--- src/hw/rtl/tcun_pkg.sv ---
// Shared types and constants for the triangle centroid and unit normal pipeline
package tcun_pkg;

    // Fixed numeric widths of the normal path
    localparam int NORM_BITS  = 31;   // largest component normalized to this bit length
    localparam int SQR_BITS   = 64;   // sum of three squares of 31-bit values
    localparam int ROOT_BITS  = 32;   // integer square root of the sum

    // Control word that travels with each pipeline word
    typedef struct packed {
        logic valid;
        logic live;    // cross product not all zero
    } ctl_t;

endpackage

--- src/hw/rtl/tcun_div_cell.sv ---
// One restoring division cell: one quotient bit for three lanes
module tcun_div_cell
#(
    parameter int QBITS = 18
) (
    input  logic [tcun_pkg::ROOT_BITS+1:0] rem_in [3],
    input  logic                           num_bit [3],
    input  logic [tcun_pkg::ROOT_BITS:0]   dvs,
    input  logic [QBITS-1:0]               q_in [3],
    output logic [tcun_pkg::ROOT_BITS+1:0] rem_out [3],
    output logic [QBITS-1:0]               q_out [3]
);
    import tcun_pkg::*;

    logic [ROOT_BITS+1:0] sh [3];

    // Shift in one numerator bit, subtract divisor when it fits
    always_comb
    begin
        for (int i = 0; i < 3; i++)
        begin
            sh[i] = {rem_in[i][ROOT_BITS:0], num_bit[i]};
            if (sh[i] >= {1'b0, dvs})
            begin
                rem_out[i] = sh[i] - {1'b0, dvs};
                q_out[i]   = {q_in[i][QBITS-2:0], 1'b1};
            end
            else
            begin
                rem_out[i] = sh[i];
                q_out[i]   = {q_in[i][QBITS-2:0], 1'b0};
            end
        end
    end
endmodule

--- config.mk ---
export PLATFORM = sky130hd
export DESIGN_NAME = tcun_div_cell
export DESIGN_NICKNAME = d
export VERILOG_FILES = /design/src/hw/rtl/tcun_pkg.sv /design/src/hw/rtl/tcun_div_cell.sv
export SDC_FILE = /design/constraint.sdc
export NUM_CORES = 1
export LEC_CHECK = 0
export ABC_AREA = 1
export CAP_MARGIN = 20
export CORE_MARGIN = 8
export CORE_UTILIZATION = 69
export DETAILED_ROUTE_END_ITERATION = 7
export DONT_BUFFER_PORTS = 1
export GPL_ROUTABILITY_DRIVEN = 0
export PLACE_DENSITY_LB_ADDON = 0.15
export REMOVE_ABC_BUFFERS = 1
export SLEW_MARGIN = 15
export SYNTH_ARGS = -nofsm -noshare
export SYNTH_HDL_FRONTEND = slang
export SYNTH_SLANG_ARGS = --single-unit
--- constraint.sdc ---
create_clock -name vclk -period 1.95
set_clock_uncertainty 0.1 [all_clocks]
set_input_delay 0 -clock vclk [all_inputs]
set_output_delay 0 -clock vclk [all_outputs]
set_load 0.005 [all_outputs]
==> results of run 1 <==
[per-layer routing]
| metal | GRT usage, % | share of wire, % | up-vias |
|---|---|---|---|
| met2 | 66.6 | 44 | 1087 |
| met4 | 21.1 | 7.6 | 2 |
| li1 | - | - | 6284 |
| met5 | 0 | 0.028 | - |
| met3 | 7.54 | 14 | 286 |
| met1 | 48.3 | 35 | 6000 |
[final cells by class]
cell class,count,area (um2),share of cell area (%)
Timing Repair Buffer,136,1240,10.7
Timing Repair inverter,1,8.76,0.0757
Multi-Input combinational cell,1596,8610,74.4
Antenna cell,1,2.50,0.0216
Tap cell,180,225,1.95
Inverter,384,1480,12.8
[worst max path at each step]
stage	start	endpoint	slack (ns)	cells after the start
2_1_floorplan	num_bit[0]	rem_out[17]	0.19	13
5_1_grt	dvs[29]	rem_out[63]	-0.26	14
4_1_cts	dvs[22]	rem_out[67]	0.00009	13
6_report	dvs[29]	rem_out[63]	-0.13	14
3_3_place_gp	dvs[25]	rem_out[39]	-0.04	13
3_5_place_dp	dvs[25]	rem_out[67]	-0.11	12
[through the flow]
step                      worst slack, ns  instance area (um2)
after global placement            -0.0416                10000
after CTS                       0.0000902                10700
after detailed placement           -0.112                10000
final                              -0.131                11600
after global routing               -0.265                11600
after floorplan                     0.194                 9170
[synthesized netlist by cell type]
cell type	instances
or2_2	4
inv_1	370
o21bai_1	9
xnor2_1	5
o21ai_0	16
inv_2	13
fa_1	3
or2_1	1
o21a_1	2
a21o_1	5
nor4_1	5
xor2_1	42
nor2_1	169
inv_4	1
a21oi_1	71
or2_4	1
nor3_2	2
nand4_1	18
nand3_2	5
nor3_1	16
buf_6	14
nor2_2	9
o21ai_1	4
nand2_2	10
and2_1	3
nand3_1	102
nand2_4	5
a21oi_2	3
nand2_1	971
buf_4	55
ha_1	99
nand3b_1	11
nor4_2	1
[power breakdown]
part           switching, mW  internal [mW]     total, mW
Clock                      0   0.0000000692  0.0000000692
Combinational           2.56           1.49          4.05
Sequential                 0              0             0
Total                   2.56           1.49          4.05
[kinds of logic (layout without fill, tap and decap cells)]
group / after synthesis / after routing / share of synthesized area, %
AO/OA/AOI/OAI: 110 / 110 / 6.18
XOR/XNOR: 47 / 47 / 4.23
adder cells (fa/ha/maj): 102 / 102 / 13.3
buffers and inverters: 453 / 521 / 20.7
other: 0 / 1 / 0
AND/OR/NAND/NOR: 1333 / 1337 / 55.6
[worst max-delay path: cells and delay by family]
kind	cells	cell delay (ns)
buffers and inverters	2	0.31
AND/OR/NAND/NOR	11	1.31
adder cells (fa/ha/maj)	1	0.35
[repair_timing]
item                                    CTS  global route
pin swaps                                 1            17
setup buffers                             0            10
endpoints found under the setup margin   58           105
hold endpoints to repair                 51             0
cloned                                    1             4
hold buffers                             51             0
gates resized for setup                  26           125
==> flow_summary_export.csv, run 1 <==
group,metric,value,unit
status,violations,"negative hold slack, negative setup slack",
job,drv_cap,0,
worst_setup_path,cpPeakStageDelay,0.35,ns
synthesis,ys_warn_count,0,
sta,worst_slack,-0.131,ns
worst_hold_path,hold_path_end,"rem_out[100]",
layout,final_util,83.7,%
worst_setup_path,cp_data_required_time,1.85,ns
power_and_ir_drop,vdd_drop_max,267,uV
route,drtIter0Drc,1442,
die,die_area,0.0182,mm2
grt,grt_max_degree,35,
sta,relSlewSlack,76.5,%
synthesis,synth.distinct_cells,33,
worst_setup_path,cp_cell_sequence,"clkinvlp_4, ha_4, nand2_1, nor2_2, nand2_2, nor2_4, nand4_1, nand2_1, nor2_1, nand2_2, nand2_4, buf_12, nand2_1, nand2_1",
die,die_w,135,um
worst_hold_path,holdPathStages,2,
layout,nClkBuffers,0,
status,status,"finished, violations left",
layout,regArea,0,um2
sta,finalHoldViolCount,2,
layout,nFlopsAndLatches,0,
sta,finalCritPeriodShare,107,%
placement,dp_cells,2231,
sta,finalSetupViolations,52,
worst_setup_path,crit_top_cell,"nand2_1",
layout,layoutNonFillerInstCount,2298,
synthesis,synthTopCellsByArea,"nand2_1 37%, inv_1 14%, ha_1 13%",
layout,layout_commonest_cell,"nand2_1",
die,die_h,135,um
synthesis,seq_area_frac_synth,0,%
die,initial_utilization,70.4,%
grt,first_global_vias,12300,
worst_setup_path,crit_slowest_cell,"ha_4",
route,drc,0,
placement,port_buffers,0,
placement,place_hpwl,32500,um
synthesis,synth_top_cell_area_share,37.4,%
worst_setup_path,cp-end-kind,"output pin",
sta,grt_setup_unrepaired,"yes",
synthesis,syn_avg_cell_area,4.76,um2
layout,num-nets-final,2413,
route,postRouteAntennaNets,0,
layout,drive_gt1_share,12.6,%
synthesis,postSynthCellCount,2045,
grt,antenna_found_initial,1,
grt,overflow,0,
die,core_area,0.0138,mm2
synthesis,syn-cell-area,0.00974,mm2
worst_setup_path,crit_arrival,1.98,ns
grt,grt_usage,40.2,%
sta,layout_min_cycle_time,2.08,ns
die,io_pins,348,
sta,finalSetupTns,-1.67,ns
grt,grt_pass1_wl,59200,um
worst_hold_path,worstHoldStart,"rem_in[99]",
layout,syn2layout_area_growth,18.8,%
power_and_ir_drop,power,4.05,mW
worst_setup_path,crit_type,"in -> out",
synthesis,synth_top_area_cell,"nand2_1",
route,drt-total-wl,42900,um
worst_setup_path,cp-start-kind,"primary input",
route,routed-via-count,13700,
power_and_ir_drop,power_density,350,mW/mm2
layout,nFillCells,1000,
sta,drv_slew,0,
worst_setup_path,path_max_fanout,12,
power_and_ir_drop,power.leakage,6.95,nW
sta,holdWs,-0.00144,ns
route,dr.pass1.iters,7,
worst_hold_path,hold_path.class,"in -> out",
die,num_rows,43,
route,vias_per_cell,5.94,
sta,worstMarginPinSlew,0.349,ns
route,wire_per_inst,18.7,um
sta,max_clock_freq,481,MHz
layout,final_cell_mix,"938 x nand2_1, 362 x inv_1, 148 x nor2_1",
(Power assumes the default switching activity.)
==> run 2, diff against run 1 <==
--- a/config.mk
+++ b/config.mk
@@ -5,13 +5,12 @@
 export SDC_FILE = /design/constraint.sdc
 export NUM_CORES = 1
 export LEC_CHECK = 0
-export ABC_AREA = 1
+export ABC_AREA = 0
 export CAP_MARGIN = 20
-export CORE_MARGIN = 8
-export CORE_UTILIZATION = 69
+export CORE_AREA = 8 8 130 132
 export DETAILED_ROUTE_END_ITERATION = 7
+export DIE_AREA = 0 0 138 140
 export DONT_BUFFER_PORTS = 1
-export GPL_ROUTABILITY_DRIVEN = 0
 export PLACE_DENSITY_LB_ADDON = 0.15
 export REMOVE_ABC_BUFFERS = 1
 export SLEW_MARGIN = 15
==> constraint.sdc (replaced) <==
create_clock -name vclk -period 1.95
set_clock_uncertainty 0.1 [all_clocks]
set_input_delay 0 -clock vclk [all_inputs]
set_output_delay 0 -clock vclk [all_outputs]
set_load 0.05 [all_outputs]
==> run 2 against run 1 <==
  * The run ends with negative setup slack left
  * Via count decreased by 15%
  * Fmax decreased by 35%
  * Synthesized cell count decreased by 48%
  * Area after synthesis decreased by 28%
  * Core utilization increased by 6.6 points
  * Final cell count decreased by 26%
  * Worst hold slack improved by 0.12 ns
  * Highest routed layer is now met4
==> flow_summary_export.csv, run 2 <==
group,metric,value,unit
layout,drive_gt1_share,50.0,%
die,io_pins,348,
worst_setup_path,cp_data_required_time,1.85,ns
grt,grt_usage,40.7,%
grt,first_global_vias,11200,
worst_setup_path,crit_type,"in -> out",
power_and_ir_drop,clkPwrFrac,0,%
grt,antenna_found_initial,2,
power_and_ir_drop,vdd_drop_max,656,uV
power_and_ir_drop,p_sw_share,57.8,%
power_and_ir_drop,power_density,627,mW/mm2
layout,layout_commonest_cell,"buf_4",
die,die_area,0.0193,mm2
sta,layout_min_cycle_time,3.18,ns
sta,holdWs,0.123,ns
route,wire_per_inst,28.7,um
route,drc,0,
grt,grt_pass1_wl,64100,um
route,drt-total-wl,48500,um
power_and_ir_drop,pwr-share-comb,100.0,%
synthesis,syn-cell-area,0.00698,mm2
job,drv_cap,0,
route,drtIter0Drc,1413,
power_and_ir_drop,seqPwrFrac,0,%
worst_setup_path,crit_slowest_cell,"nor2b_1",
sta,max_clock_freq,314,MHz
synthesis,syn_avg_cell_area,6.57,um2
grt,grt_max_degree,13,
placement,port_buffers,0,
die,die_h,140,um
grt,overflow,0,
sta,worst_slack,-1.23,ns
layout,final_cell_mix,"353 x buf_4, 101 x a21oi_1, 79 x ha_1",
worst_setup_path,cp-start-kind,"primary input",
layout,regArea,0,um2
worst_setup_path,cpPeakStageDelay,0.50,ns
power_and_ir_drop,power.leakage,6.29,nW
route,dr.pass1.iters,7,
synthesis,synth_top_cell_area_share,17.7,%
synthesis,synth.distinct_cells,71,
placement,routabilityCongestion,0.988,
route,routed-via-count,11600,
layout,nClkBuffers,0,
sta,drv_slew,0,
sta,relSlewSlack,56.6,%
worst_hold_path,hold_path.class,"in -> out",
synthesis,synth_top_area_cell,"ha_1",
die,initial_utilization,47.0,%
synthesis,yosys.cell_count.top_type,"a21oi_1",
route,postRouteAntennaNets,0,
worst_setup_path,path_max_fanout,5,
route,vias_per_cell,6.88,
layout,layoutNonFillerInstCount,1692,
synthesis,synthTopCellsByArea,"ha_1 18%, a21oi_1 10%, xnor2_1 7.2%",
layout,nFlopsAndLatches,0,
status,violations,"negative setup slack",
synthesis,postSynthCellCount,1063,
layout,num-nets-final,1797,
sta,finalSetupViolations,105,
worst_setup_path,cp_cell_sequence,"inv_1, buf_4, ha_1, a21o_1, a21oi_1, nor2b_1, o311ai_2, buf_4, o2111ai_4, a41oi_2, o41ai_2, nor3_1, a21o_1, buf_12",
synthesis,synth_common_cells,"141 x a21oi_1, 112 x nand2_1, 99 x ha_1",
worst_setup_path,cp-end-kind,"output pin",
status,status,"finished, violations left",
layout,syn2layout_area_growth,92.4,%
worst_setup_path,crit_arrival,3.08,ns
placement,place_hpwl,27300,um
sta,worstMarginPinSlew,0.649,ns
synthesis,seq_area_frac_synth,0,%
die,die_w,138,um
sta,finalHoldViolCount,0,
sta,finalCritPeriodShare,163,%
placement,dp_cells,1585,
synthesis,ys_warn_count,0,
sta,grt_setup_unrepaired,"yes",
die,num_rows,45,
power_and_ir_drop,switchingPower,4.87,mW
power_and_ir_drop,p_int,3.55,mW
die,core_area,0.0149,mm2
==> run 2: cell count changes after synthesis, sizes merged, moves of 9 or more <==
cell    before  now
xnor2        5   57
inv        384   74
nand2      986  112
nor2       178   83
nand3b      11    2
nand3      107   20
o31ai        0   12
a21o         5   56
a31oi        0   13
xor2        42   28
a21oi       74  147
clkbuf       0   26
o21ai       20   89
mux2         0   13
==> run 2: path summary, 6_finish.rpt <==
check / slack (ns) / from / end / depth (start not counted)
max: -1.23 / dvs[5] / rem_out[101] / 14
min: 0.12 / rem_in[60] / rem_out[61] / 3
==> run 2: power by group through the flow <==
| stage | Sequential [mW] | Combinational, mW | Clock, mW |
|---|---|---|---|
| after floorplan | 0 | 3.63 | 0 |
| after global placement | 0 | 6.22 | 0 |
| after detailed placement | 0 | 6.27 | 0 |
| after CTS | 0 | 7.67 | 0 |
| after global routing | 0 | 8.63 | 0.0000000690 |
| final | 0 | 8.42 | 0.000000207 |
==> run 2: what timing repair did <==
item	4_1_cts	5_1_grt
pin swaps	96	38
endpoints found under the hold margin	51	0
resized for setup	345	103
hold buffers	51	0
buffers inserted	41	9
setup endpoints to repair	105	105
gates cloned	10	0
==> run 2: stage by stage <==
step	util (%)	setup TNS, ns	total power [mW]	worst slack, ns	instance area [um2]
detailed placement	70.1	-90.04	6.27	-1.05	10400
global placement	70.1	-84.51	6.22	-0.959	10400
floorplan	-	-272.58	3.63	-4.57	6360
global route	90.3	-103.08	8.63	-1.47	13400
finish	90.3	-94.72	8.42	-1.23	13400
CTS	87.3	-72.36	7.67	-0.789	13000
==> run 2: worst max-delay path, delay by kind of cell <==
family	cells	cell delay, ns
compound gates	7	1.48
buf+inv	4	0.67
simple gates	2	0.60
fa+ha+maj	1	0.32
==> run 2: cell type report <==
type	instances	area, um2
Antenna cell	3	7.51
Multi-Input combinational cell	893	7600
Fill cell	632	1440
Inverter	74	310
Timing Repair Buffer	534	5270
Tap cell	188	235
==> run 2: cells by family (layout without fill, tap and decap cells) <==
logic type / count (synthesis) / in the layout / share of synthesized area (%)
other cells: 0 / 3 / 0
xor+xnor: 85 / 85 / 10.7
compound gates: 390 / 390 / 35.9
mux: 15 / 15 / 2.38
fa+ha+maj: 102 / 102 / 18.6
simple gates: 301 / 301 / 19.6
buf+inv: 170 / 608 / 12.8
==> run 2: layer usage <==
layer  global-route usage, %  vias to the layer above  part of all wire, %  wire length [um]
met5                       0                        -                    0                 0
met4                    21.6                        0                  8.7              4240
met2                    66.2                     1173                   44             21200
met3                    11.0                      450                   14              6570
li1                        -                     4673                    -                 -
met1                    48.1                     5346                   34             16500
